[config.mk]
export PLATFORM = sky130hd
export DESIGN_NAME = hsv_to_rgb565_converter_flat
export DESIGN_NICKNAME = d
export VERILOG_FILES = /design/src/hw/rtl/h2r_pkg.sv /design/src/hw/rtl/h2r_if.sv /design/src/hw/rtl/h2r_front.sv /design/src/hw/rtl/h2r_chan.sv /design/src/hw/rtl/hsv_to_rgb565_converter.sv /design/src/flat_wrapper.sv
export SDC_FILE = /design/constraint.sdc
export NUM_CORES = 2
export LEC_CHECK = 0
export ABC_AREA = 1
export BUFFER_PORTS_ARGS = -buffer_cell sky130_fd_sc_hd__buf_4
export CORE_MARGIN = 1
export CORE_UTILIZATION = 56
export DETAILED_ROUTE_END_ITERATION = 10
export PLACE_DENSITY = 0.72
export REMOVE_ABC_BUFFERS = 1
export SYNTH_ARGS = -nofsm -noshare
export SYNTH_HDL_FRONTEND = slang
export SYNTH_SLANG_ARGS = --single-unit
[constraint.sdc]
create_clock -name clk -period 15.6 [get_ports clk]
set_input_delay 0.78 -clock clk [delete_from_list [all_inputs] [get_ports clk]]
set_output_delay 0.78 -clock clk [all_outputs]
set_load 0.005 [all_outputs]
[src/hw/rtl/h2r_pkg.sv]
// Shared types, constants and a helper function for the HSV to RGB565 converter.
// No dependencies; every other file of the block refers to this package by scoped names.

package h2r_pkg;

  // Fixed-point format of saturation and brightness (Q1.SCALE_BITS).
  localparam int SCALE_BITS = 12;
  localparam int unsigned ONE_I = 1 << SCALE_BITS;

  // Field widths.
  localparam int IN_W  = 13;
  localparam int OUT_W = 16;
  localparam int V_W   = SCALE_BITS + 1;

  // Hue geometry in 1/16 degree units.
  localparam int unsigned HUE_SEXTANT = 960;
  localparam int unsigned HUE_FULL    = 5760;
  localparam int          SEXTANTS    = 6;
  localparam int          FRAC_W      = 10;

  // A channel term is v * t, where t is at most ONE * HUE_SEXTANT.
  localparam int          T_W    = SCALE_BITS + FRAC_W;
  localparam int unsigned T_FULL = ONE_I * HUE_SEXTANT;
  localparam int          P_W    = V_W + T_W;

  // Scaling by 31 or 63 widens the product by at most six bits.
  localparam int X_W = P_W + 6;

  // The common denominator is 960 * ONE * ONE = 15 * 2^(2 * SCALE_BITS + 6).
  localparam int Q_SHIFT = 2 * SCALE_BITS + 6;
  localparam int Q_W     = 10;

  // floor(q / 15) equals (q * 4370) >> 16 for every q below 960.
  localparam int          RECIP_W     = 13;
  localparam int unsigned RECIP15     = 4370;
  localparam int          RECIP_SHIFT = 16;

  localparam int C_W    = 6;
  localparam int RB_W   = 5;
  localparam int G_W    = 6;

  // Register stages from input transfer to output register.
  localparam int PIPE_DEPTH = 5;

  typedef enum logic [2:0] {
    SEXT_0,
    SEXT_1,
    SEXT_2,
    SEXT_3,
    SEXT_4,
    SEXT_5,
    SEXT_OUT
  } sext_t;

  typedef enum logic [2:0] {
    SRC_V,
    SRC_A,
    SRC_B,
    SRC_C,
    SRC_Z
  } src_t;

  typedef struct packed {
    src_t r;
    src_t g;
    src_t b;
  } src_set_t;

  typedef struct packed {
    logic [V_W-1:0] v;
    logic [T_W-1:0] ta;
    logic [T_W-1:0] tb;
    logic [T_W-1:0] tc;
    src_set_t       src;
  } terms_t;

  // Which term feeds each channel within a sextant.
  function automatic src_set_t sextant_src(sext_t sext);
    src_set_t res;
    case (sext)
      SEXT_0:  res = '{r: SRC_V, g: SRC_C, b: SRC_A};
      SEXT_1:  res = '{r: SRC_B, g: SRC_V, b: SRC_A};
      SEXT_2:  res = '{r: SRC_A, g: SRC_V, b: SRC_C};
      SEXT_3:  res = '{r: SRC_A, g: SRC_B, b: SRC_V};
      SEXT_4:  res = '{r: SRC_C, g: SRC_A, b: SRC_V};
      SEXT_5:  res = '{r: SRC_V, g: SRC_A, b: SRC_B};
      default: res = '{r: SRC_Z, g: SRC_Z, b: SRC_Z};
    endcase
    return res;
  endfunction

endpackage

[src/hw/rtl/h2r_if.sv]
// Channel interfaces for the HSV to RGB565 converter: the HSV input and the pixel output.
// Depends on h2r_pkg for the field widths.

interface h2r_in_if;
  logic                     valid;
  logic                     ready;
  logic [h2r_pkg::IN_W-1:0] hue;
  logic [h2r_pkg::IN_W-1:0] saturation;
  logic [h2r_pkg::IN_W-1:0] brightness;

  modport source (output valid, output hue, output saturation, output brightness,
                  input ready);
  modport sink   (input valid, input hue, input saturation, input brightness,
                  output ready);
endinterface

interface h2r_out_if;
  logic                      valid;
  logic                      ready;
  logic [h2r_pkg::OUT_W-1:0] pixel_rgb565;

  modport source (output valid, output pixel_rgb565, input ready);
  modport sink   (input valid, input pixel_rgb565, output ready);
endinterface

[src/hw/rtl/h2r_front.sv]
// Front end of the converter: clamping, sextant decode (stage 1) and the three hue terms
// (stage 2). Depends on h2r_pkg.

module h2r_front (
  input  logic                     clk,
  input  logic                     adv,
  input  logic [h2r_pkg::IN_W-1:0] hue,
  input  logic [h2r_pkg::IN_W-1:0] saturation,
  input  logic [h2r_pkg::IN_W-1:0] brightness,
  output h2r_pkg::terms_t          terms
);

  logic [h2r_pkg::IN_W-1:0]   hue_w;
  h2r_pkg::sext_t             sext;
  logic [h2r_pkg::FRAC_W-1:0] frac;
  logic [h2r_pkg::V_W-1:0]    sat_c;
  logic [h2r_pkg::V_W-1:0]    bri_c;
  h2r_pkg::src_set_t          src;

  logic [h2r_pkg::V_W-1:0]    s1_sat_r;
  logic [h2r_pkg::V_W-1:0]    s1_bri_r;
  logic [h2r_pkg::FRAC_W-1:0] s1_frac_r;
  logic [h2r_pkg::FRAC_W-1:0] s1_fracc_r;
  h2r_pkg::src_set_t          s1_src_r;

  h2r_pkg::terms_t            terms_nxt;
  h2r_pkg::terms_t            terms_r;

  // Stage 1: a full circle wraps to zero; anything beyond it falls in no sextant.
  always_comb begin
    hue_w = (hue == h2r_pkg::IN_W'(h2r_pkg::HUE_FULL)) ? '0 : hue;
    sext  = h2r_pkg::SEXT_OUT;
    frac  = '0;
    for (int k = 0; k < h2r_pkg::SEXTANTS; k++) begin
      if (hue_w >= h2r_pkg::IN_W'(k * h2r_pkg::HUE_SEXTANT) &&
          hue_w <  h2r_pkg::IN_W'((k + 1) * h2r_pkg::HUE_SEXTANT)) begin
        sext = h2r_pkg::sext_t'(3'(k));
        frac = h2r_pkg::FRAC_W'(hue_w - h2r_pkg::IN_W'(k * h2r_pkg::HUE_SEXTANT));
      end
    end

    sat_c = (int'(saturation) > int'(h2r_pkg::ONE_I)) ? h2r_pkg::V_W'(h2r_pkg::ONE_I)
                                                      : h2r_pkg::V_W'(saturation);
    bri_c = (int'(brightness) > int'(h2r_pkg::ONE_I)) ? h2r_pkg::V_W'(h2r_pkg::ONE_I)
                                                      : h2r_pkg::V_W'(brightness);

    // With no saturation every channel is the brightness, whatever the hue.
    if (sat_c == '0) begin
      src = '{r: h2r_pkg::SRC_V, g: h2r_pkg::SRC_V, b: h2r_pkg::SRC_V};
    end else begin
      src = h2r_pkg::sextant_src(sext);
    end
  end

  always_ff @(posedge clk) begin
    if (adv) begin
      s1_sat_r   <= sat_c;
      s1_bri_r   <= bri_c;
      s1_frac_r  <= frac;
      s1_fracc_r <= h2r_pkg::FRAC_W'(h2r_pkg::HUE_SEXTANT) - frac;
      s1_src_r   <= src;
    end
  end

  // Stage 2: aa, bb and cc without the common factor v.
  always_comb begin
    terms_nxt.v   = s1_bri_r;
    terms_nxt.ta  = h2r_pkg::T_W'((h2r_pkg::T_W'(h2r_pkg::ONE_I) - h2r_pkg::T_W'(s1_sat_r)) *
                                  h2r_pkg::T_W'(h2r_pkg::HUE_SEXTANT));
    terms_nxt.tb  = h2r_pkg::T_W'(h2r_pkg::T_FULL) -
                    h2r_pkg::T_W'(h2r_pkg::T_W'(s1_sat_r) * h2r_pkg::T_W'(s1_frac_r));
    terms_nxt.tc  = h2r_pkg::T_W'(h2r_pkg::T_FULL) -
                    h2r_pkg::T_W'(h2r_pkg::T_W'(s1_sat_r) * h2r_pkg::T_W'(s1_fracc_r));
    terms_nxt.src = s1_src_r;
  end

  always_ff @(posedge clk) begin
    if (adv) begin
      terms_r <= terms_nxt;
    end
  end

  assign terms = terms_r;

endmodule

[src/hw/rtl/h2r_chan.sv]
// One colour channel of the converter: term selection and product (stage 3), scaling by
// 31 or 63 with the power-of-two part of the division (stage 4), division by 15 (stage 5).
// Depends on h2r_pkg.

module h2r_chan (
  input  logic                    clk,
  input  logic                    adv,
  input  logic                    green,
  input  logic [h2r_pkg::V_W-1:0] v,
  input  logic [h2r_pkg::T_W-1:0] ta,
  input  logic [h2r_pkg::T_W-1:0] tb,
  input  logic [h2r_pkg::T_W-1:0] tc,
  input  h2r_pkg::src_t           src,
  output logic [h2r_pkg::C_W-1:0] level
);

  logic [h2r_pkg::T_W-1:0]                  t_sel;
  logic [h2r_pkg::P_W-1:0]                  prod_nxt;
  logic [h2r_pkg::P_W-1:0]                  prod_r;
  logic [h2r_pkg::X_W-1:0]                  scaled;
  logic [h2r_pkg::Q_W-1:0]                  quot_nxt;
  logic [h2r_pkg::Q_W-1:0]                  quot_r;
  logic [h2r_pkg::Q_W+h2r_pkg::RECIP_W-1:0] recip_prod;
  logic [h2r_pkg::C_W-1:0]                  level_nxt;
  logic [h2r_pkg::C_W-1:0]                  level_r;

  always_comb begin
    case (src)
      h2r_pkg::SRC_V: t_sel = h2r_pkg::T_W'(h2r_pkg::T_FULL);
      h2r_pkg::SRC_A: t_sel = ta;
      h2r_pkg::SRC_B: t_sel = tb;
      h2r_pkg::SRC_C: t_sel = tc;
      default:        t_sel = '0;
    endcase
    prod_nxt = h2r_pkg::P_W'(v) * h2r_pkg::P_W'(t_sel);
  end

  always_ff @(posedge clk) begin
    if (adv) begin
      prod_r <= prod_nxt;
    end
  end

  // Multiplying by 2^n - 1 is a shift and a subtract.
  always_comb begin
    if (green) begin
      scaled = (h2r_pkg::X_W'(prod_r) << 6) - h2r_pkg::X_W'(prod_r);
    end else begin
      scaled = (h2r_pkg::X_W'(prod_r) << 5) - h2r_pkg::X_W'(prod_r);
    end
    quot_nxt = h2r_pkg::Q_W'(scaled >> h2r_pkg::Q_SHIFT);
  end

  always_ff @(posedge clk) begin
    if (adv) begin
      quot_r <= quot_nxt;
    end
  end

  always_comb begin
    recip_prod = (h2r_pkg::Q_W + h2r_pkg::RECIP_W)'(quot_r) *
                 (h2r_pkg::Q_W + h2r_pkg::RECIP_W)'(h2r_pkg::RECIP15);
    level_nxt  = h2r_pkg::C_W'(recip_prod >> h2r_pkg::RECIP_SHIFT);
  end

  always_ff @(posedge clk) begin
    if (adv) begin
      level_r <= level_nxt;
    end
  end

  assign level = level_r;

endmodule

[src/hw/rtl/hsv_to_rgb565_converter.sv]
// Top level of the HSV to RGB565 converter: pipeline control, the front end and three
// channel units. Depends on h2r_pkg, h2r_if, h2r_front and h2r_chan.
//
//   Port     Direction  Payload                           Handshake
//   in_ch    sink       hue, saturation, brightness       valid / ready
//   out_ch   source     pixel_rgb565                      valid / ready
//
// Five register stages; one pixel per clock is accepted and delivered when the output is
// not stalled. Each pixel passes the stage 1 and terms registers of the front end and the
// product, quotient and level registers of the channel units before out_ch presents it.
// The last stage is the output register; the whole pipeline holds while it is full and
// not taken, so in_ch.ready follows !out_ch.valid || out_ch.ready.
// Reset clears the valid bits of all stages; the data registers are not reset.

module hsv_to_rgb565_converter (
  input  logic      clk,
  input  logic      rst_n,
  h2r_in_if.sink    in_ch,
  h2r_out_if.source out_ch
);

  logic [h2r_pkg::PIPE_DEPTH-1:0] vld_r;
  logic [h2r_pkg::PIPE_DEPTH-1:0] vld_nxt;
  logic                           adv;
  h2r_pkg::terms_t                terms;
  logic [h2r_pkg::C_W-1:0]        red_lvl;
  logic [h2r_pkg::C_W-1:0]        grn_lvl;
  logic [h2r_pkg::C_W-1:0]        blu_lvl;

  assign adv         = !vld_r[h2r_pkg::PIPE_DEPTH-1] || out_ch.ready;
  assign in_ch.ready = adv;

  always_comb begin
    if (adv) begin
      vld_nxt = {vld_r[h2r_pkg::PIPE_DEPTH-2:0], in_ch.valid};
    end else begin
      vld_nxt = vld_r;
    end
  end

  always_ff @(posedge clk) begin
    if (!rst_n) begin
      vld_r <= '0;
    end else begin
      vld_r <= vld_nxt;
    end
  end

  h2r_front u_front (
    .clk        (clk),
    .adv        (adv),
    .hue        (in_ch.hue),
    .saturation (in_ch.saturation),
    .brightness (in_ch.brightness),
    .terms      (terms)
  );

  h2r_chan u_red (
    .clk   (clk),
    .adv   (adv),
    .green (1'b0),
    .v     (terms.v),
    .ta    (terms.ta),
    .tb    (terms.tb),
    .tc    (terms.tc),
    .src   (terms.src.r),
    .level (red_lvl)
  );

  h2r_chan u_grn (
    .clk   (clk),
    .adv   (adv),
    .green (1'b1),
    .v     (terms.v),
    .ta    (terms.ta),
    .tb    (terms.tb),
    .tc    (terms.tc),
    .src   (terms.src.g),
    .level (grn_lvl)
  );

  h2r_chan u_blu (
    .clk   (clk),
    .adv   (adv),
    .green (1'b0),
    .v     (terms.v),
    .ta    (terms.ta),
    .tb    (terms.tb),
    .tc    (terms.tc),
    .src   (terms.src.b),
    .level (blu_lvl)
  );

  assign out_ch.valid        = vld_r[h2r_pkg::PIPE_DEPTH-1];
  assign out_ch.pixel_rgb565 = {red_lvl[h2r_pkg::RB_W-1:0], grn_lvl[h2r_pkg::G_W-1:0],
                                blu_lvl[h2r_pkg::RB_W-1:0]};

  // Reset empties every stage by the next edge.
  a_reset_empties: assert property (@(posedge clk) !rst_n |=> vld_r == '0)
    else $error("pipeline not empty after reset");

  // A stall freezes the occupancy of every stage.
  a_stall_holds: assert property (@(posedge clk) disable iff (!rst_n)
    !adv |=> vld_r == $past(vld_r))
    else $error("stage occupancy changed during a stall");

  // When the pipeline advances, each stage takes over the item of the stage before it.
  a_advance_shifts: assert property (@(posedge clk) disable iff (!rst_n)
    adv |=> vld_r[h2r_pkg::PIPE_DEPTH-1:1] == $past(vld_r[h2r_pkg::PIPE_DEPTH-2:0]))
    else $error("item lost or repeated between stages");

  // An accepted input always occupies the first stage on the next cycle.
  a_accept_enters: assert property (@(posedge clk) disable iff (!rst_n)
    in_ch.valid && in_ch.ready |=> vld_r[0])
    else $error("accepted transfer did not enter the pipeline");

endmodule
[src/flat_wrapper.sv]
// flat-port wrapper written by rule: the top's interface ports become plain ports
module hsv_to_rgb565_converter_flat 
  (clk, rst_n, in_ch_valid, in_ch_hue, in_ch_saturation, in_ch_brightness, in_ch_ready, out_ch_valid, out_ch_pixel_rgb565, out_ch_ready);
  h2r_in_if in_ch_i ();
  h2r_out_if out_ch_i ();
  input  logic clk;
  input  logic rst_n;
  input wire logic [$bits(in_ch_i.valid)-1:0] in_ch_valid;
  input wire logic [$bits(in_ch_i.hue)-1:0] in_ch_hue;
  input wire logic [$bits(in_ch_i.saturation)-1:0] in_ch_saturation;
  input wire logic [$bits(in_ch_i.brightness)-1:0] in_ch_brightness;
  output wire logic [$bits(in_ch_i.ready)-1:0] in_ch_ready;
  output wire logic [$bits(out_ch_i.valid)-1:0] out_ch_valid;
  output wire logic [$bits(out_ch_i.pixel_rgb565)-1:0] out_ch_pixel_rgb565;
  input wire logic [$bits(out_ch_i.ready)-1:0] out_ch_ready;
  assign in_ch_i.valid = in_ch_valid;
  assign in_ch_i.hue = in_ch_hue;
  assign in_ch_i.saturation = in_ch_saturation;
  assign in_ch_i.brightness = in_ch_brightness;
  assign in_ch_ready = in_ch_i.ready;
  assign out_ch_valid = out_ch_i.valid;
  assign out_ch_pixel_rgb565 = out_ch_i.pixel_rgb565;
  assign out_ch_i.ready = out_ch_ready;
  hsv_to_rgb565_converter u_core (.clk(clk), .rst_n(rst_n), .in_ch(in_ch_i), .out_ch(out_ch_i));
endmodule
# ---- Word-level counts from Yosys, hierarchy flattened
# Index checks and enable logic that the tools add are counted.
dict set report totals {
  regBits 293
  inputBits 43
  output_inout_bits 18
  wordCells 105
}
dict set report op_classes {
  add_sub_neg 12
  mul 9
  order_cmp 14
  eq_ne 15
  n_mux 18
  reduce_logical 13
}
# op count
set op_table {}
lappend op_table {{$pmux W22 S4} 3}
lappend op_table {{$sub A40 B35 Y40} 3}
lappend op_table {{$mul A13 B22 Y35} 3}
lappend op_table {{$mux W10} 6}
lappend op_table {{$pmux W9 S6} 1}
lappend op_table {{$sub A10 B10 Y10 const B} 5}
lappend op_table {{$mul A13 B10 Y22} 2}
lappend op_table {{$sub A22 B22 Y22 const A} 2}
lappend op_table {{$mul A10 B12 Y20 const B} 2}
lappend op_table {{$ge A13 B12 Y1 const B} 2}
lappend op_table {{$gt A13 B13 Y1 const B} 2}
lappend op_table {{$lt A13 B12 Y1 const B} 2}
lappend op_table {{$lt A13 B13 Y1 const B} 2}
lappend op_table {{$mux W13} 2}
lappend op_table {{$eq A3 B2 Y1 const B} 8}
lappend op_table {{$mul A22 B4 Y16 const B} 1}
lappend op_table {{$mul A10 B12 Y21 const B} 1}
lappend op_table {{$mux W3} 6}
lappend op_table {{$sub A13 B13 Y14 const A} 1}
lappend op_table {{$eq A13 B13 Y1 const B} 1}
lappend op_table {{$ge A13 B1 Y1 const B} 1}
lappend op_table {{$ge A13 B10 Y1 const B} 1}
lappend op_table {{$ge A13 B11 Y1 const B} 1}
lappend op_table {{$ge A13 B13 Y1 const B} 1}
lappend op_table {{10 further kinds} 22}

# ---- Logic depth before layout (Yosys ltp)
dict set report depth {
  depth_word 12
  mapped_depth 33
  ltp_nobuf 31
}

# ---- Modules after synthesis
# Synthesis repeated with hierarchy kept, for this count alone.
dict set report hier_totals {
  cells_unflattened 8313
  area_unflattened_um2 62129.6
}
# module instances cells_each area_per_inst_um2 seq_area_each_um2
set by_module_without_submodules {}
lappend by_module_without_submodules {h2r_front 1 1786 15815.2 3933.8}
lappend by_module_without_submodules {{h2r_chan (u_core.u_grn)} 1 2166 15447.3 1531.5}
lappend by_module_without_submodules {{h2r_chan (u_core.u_red)} 1 2180 15342.2 1531.5}
lappend by_module_without_submodules {{h2r_chan (u_core.u_blu)} 1 2149 15312.2 1531.5}
lappend by_module_without_submodules {hsv_to_rgb565_converter 1 32 212.7 100.1}

# ---- Worst setup path after synthesis
# OpenSTA, ideal clock, no wires.
dict set report synth_timing {
  kind {input -> output}
  from {input out_ch_ready}
  to {output in_ch_ready}
  arrival_time_ns 6.394
  required_time_ns 14.820
  slack_ns 8.426
  stages 2
  path_buffers 0
  cell_sequence {nor2_1 > inv_1}
}
dict set report synth_via {
  elab_chain_cells 1
}
# item line_no
set synth_rtl {}
lappend synth_rtl {{from (decl)} flat_wrapper.sv:15} ;# input wire logic [$bits(out_ch_i.ready)-1:0] out_ch_ready;
lappend synth_rtl {{$logic_or A1 B1 Y1} hsv_to_rgb565_converter.sv:30} ;# assign adv = !vld_r[h2r_pkg::PIPE_DEPTH-1] || out_ch.ready;
lappend synth_rtl {{to (decl)} flat_wrapper.sv:12} ;# output wire logic [$bits(in_ch_i.ready)-1:0] in_ch_ready;
# No other way between the ends.

==> flow_summary.yaml <==
outcome:
  status: "finished, final reports clean"
critical_path:
  r2r-end: "u_core.u_grn.prod_r[31]"
  path_max_fanout: 14
  cpMaxStageDelayCell: "o22ai_1"
  start_kind: "flop"
  critPathTopFamily: "adder cells"
  crit_path_max_incr_delay_ps: 740
  reg2reg_slack_ps: 7850
  reg2reg_from: "u_core.u_front.terms[8]"
  end_kind: "flop"
  cp.arrival_ps: 8120
  reg2regPathDepth: 30
  worstSetupPathType: "flop to flop"
  critPathRequiredTime_ps: 15970
  path_buf_inv: 7
routing:
  first_pass_iters: 6
  wl_met2_um: 63400
  top_layer: "met4"
  drt_iter0_markers: 3274
  wl_met3_um: 10300
  post-route-drc-count: 0
  vias_per_cell: 5.35
  wl_per_cell_um: 17.1
  vias: 42500
  met1Wirelength_um: 57300
  drt-total-wl_um: 136000
  antenna_left: 0
synthesis:
  ys_warn_count: 0
  async_flop_share_pct: 0
  ys.flop_type: "edfxtp_1"
  syn_area_um2: 55200
  postSynthAreaPerCell_um2: 8.29
  synth-seq-area-share_pct: 15.5
  synth_cell_type_count: 62
  synth-edff-count: 282
  synth.ff_latch_count: 287
  syn_inst: 6655
timing:
  slew_headroom_pct: 11.5
  setup_viol: 0
  tightest_slew_ps: 1330
  layout_setup_ws_ps: 7850
  rsz0062_at_grt: "no"
  setup_tns_ps: 0
  clock.fmax_mhz: 129
  slew_violations: 0
  clock_skew_ps: 47.1
  min_period_over_period_pct: 49.7
  fin_crit_ps: 7750
  hold_viol: 0
global_routing:
  grt_antenna_before_repair: 1
  grt_overflow: 0
  grt.total_usage_pct: 28.4
  grt_max_degree: 76
  grt_pass1_wl_um: 225000
  grt_pass1_vias: 44400
clocking:
  numClockSinks: 287
  clk_pin_slew_ps: 60
  numCtsBuffers: 37
  cts-root-buf: "clkbuf_16"
  cts_tree: "done"
  hold_buffers: 0
  cts_buffer_depth: 3
  htree_levels: 2
  cts_resized: 0
  clk_latency_ps: 620
  postCtsSetupRepairBufs: 0
cells_and_area:
  drive_gt1_share_pct: 3.50
  fillers: 8538
  register_area_um2: 8570
  final_nets: 8164
  syn2layout_area_growth_pct: 5.66
  diodes: 0
  multiInputGateArea_um2: 39200
floorplan:
  die-area_um2: 99700
  fp-row-count: 114
  core_area_um2: 97100
  initial_core_util_pct: 56.8
  die_h_um: 316
  io_pins: 61
  die_w_um: 316
min_path:
  worst_hold_path.endpoint: "u_core.u_front.s1_sat_r[12]"
  min_path_type: "input pin to flop"
  min_from: "in_ch_saturation[12]"
  whs_path_depth: 1
power_and_ir_drop:
  p_total_uw: 12300
  ir_worst_vdd_uv: 235
  power_leakage_uw: 0.0315
  swShare_pct: 53.5
  powerDensity_nw_per_um2: 211
  pwr-share-seq_pct: 15.0
  combPwrFrac_pct: 77.3
  internal-power_uw: 5730
  pwr-share-clk_pct: 7.7
  p_switching_uw: 6580
place:
  dp_slack_ps: 8030
  gp_congestion: 0.956
  dp_hpwl_um: 111000
  numPortBuffers: 60
flow_run:
  max_cap_viol_count: 0
## sequential cells by signal, indices dropped and copies added (netlist names)
register and flops:
u_core.u_front.terms 79, u_core.u_blu.prod_r 35, u_core.u_grn.quot_r 10, u_core.u_red.prod_r 35, u_core.u_front.s1_fracc_r 9, u_core.u_red.quot_r 10, u_core.u_front.s1_src_r 7, u_core.u_red.level 5
u_core.vld_r 5, u_core.u_front.s1_frac_r 10, u_core.u_grn.prod_r 35, u_core.u_front.s1_sat_r 13, u_core.u_blu.level 5, u_core.u_front.s1_bri_r 13, u_core.u_grn.level 6, u_core.u_blu.quot_r 10
## cells in the final DEF (no fill, tap or decap), types with 13 or more instances in the layout
cell       synthesis  final
inv_1           1783   1782
nand2_1         1255   1255
fa_1             888    888
ha_1             597    597
nor2_1           556    556
edfxtp_1         282    282
a21oi_1          263    263
xor2_1           140    140
o21ai_0          138    138
buf_4              1    110
nand3_1          102    102
xnor2_1           65     65
nand4_1           39     39
clkbuf_16          0     37
o21a_1            31     31
nor3_1            28     28
a22oi_1           26     26
a21o_1            26     26
a31oi_1           25     25
nor4_1            25     25
clkinv_1          16     18
a221oi_1          16     16
o221ai_1          15     15
nand2_2           15     15
o21bai_1          14     14
o21ai_1           13     13
## worst max path at each step
stage                                        from  slack (ps)  depth (start not counted)                      end
after floorplan                      out_ch_ready        8430                          2              in_ch_ready
after global placement    u_core.u_front.terms[8]        8180                         28  u_core.u_red.prod_r[29]
after detailed placement  u_core.u_front.terms[8]        8030                         30  u_core.u_grn.prod_r[31]
after CTS                 u_core.u_front.terms[8]        8010                         30  u_core.u_grn.prod_r[31]
after global routing      u_core.u_front.terms[8]        7320                         28  u_core.u_red.prod_r[29]
final                     u_core.u_front.terms[8]        7850                         30  u_core.u_grn.prod_r[31]
## final cells by class
class                      count  area share, %
multi-input combinational   4392           67.2
sequential                   287           14.7
inverter                    1808           11.7
tap                         1276           2.74
clock buffer                  42           1.64
timing repair buffer         110           1.42
clock inverter                26          0.651
## power groups by stage
stage | sequential [uW] | clock, uW | combinational [uW]
after detailed placement | 1860 | 0 | 9440
after floorplan | 1730 | 0 | 7160
after CTS | 1850 | 966 | 9520
final | 1850 | 945 | 9520
after global routing | 1880 | 990 | 11000
after global placement | 1860 | 0 | 9240
## cells in the mapped netlist (16+ instances only)
master | instances | area, um^2
o21ai_0 | 138 | 691
nand3_1 | 102 | 510
a21o_1 | 26 | 195
a21oi_1 | 263 | 1320
fa_1 | 888 | 17800
nand2_1 | 1255 | 4710
nor3_1 | 28 | 140
o21a_1 | 31 | 233
xor2_1 | 140 | 1230
a221oi_1 | 16 | 140
a31oi_1 | 25 | 156
edfxtp_1 | 282 | 8470
clkinv_1 | 16 | 60.1
ha_1 | 597 | 7470
a22oi_1 | 26 | 195
nor2_1 | 556 | 2090
inv_1 | 1783 | 6690
nand4_1 | 39 | 244
nor4_1 | 25 | 156
xnor2_1 | 65 | 569
clkbuf_1 | 156 | 586
## cells by family after synthesis
kind of cell / synth area share [%]
AO/OA/AOI/OAI: 6.98
XOR/XNOR: 3.26
adder cells (fa/ha/maj): 45.8
buffers and inverters: 13.5
flip-flops: 15.5
AND/OR/NAND/NOR: 15.0
## per-layer routing
metal | vias to the layer above | track usage, %
met2 | 1519 | 47.5
met4 | 0 | 9.91
met1 | 20600 | 37.3
li1 | 20100 | -
met5 | - | 0
met3 | 277 | 5.06
## per-stage QoR
step	cell area (um^2)	instances	utilization (%)	hold slack (ps)
after floorplan	54500	6487	-	400
after global placement	56900	7873	58.6	401
after detailed placement	56900	7873	58.6	405
after CTS	58300	7941	60.0	311
after global routing	58300	7941	60.0	340
final	58300	7941	60.0	351
No activity file was read; power rests on OpenSTA's default activity.
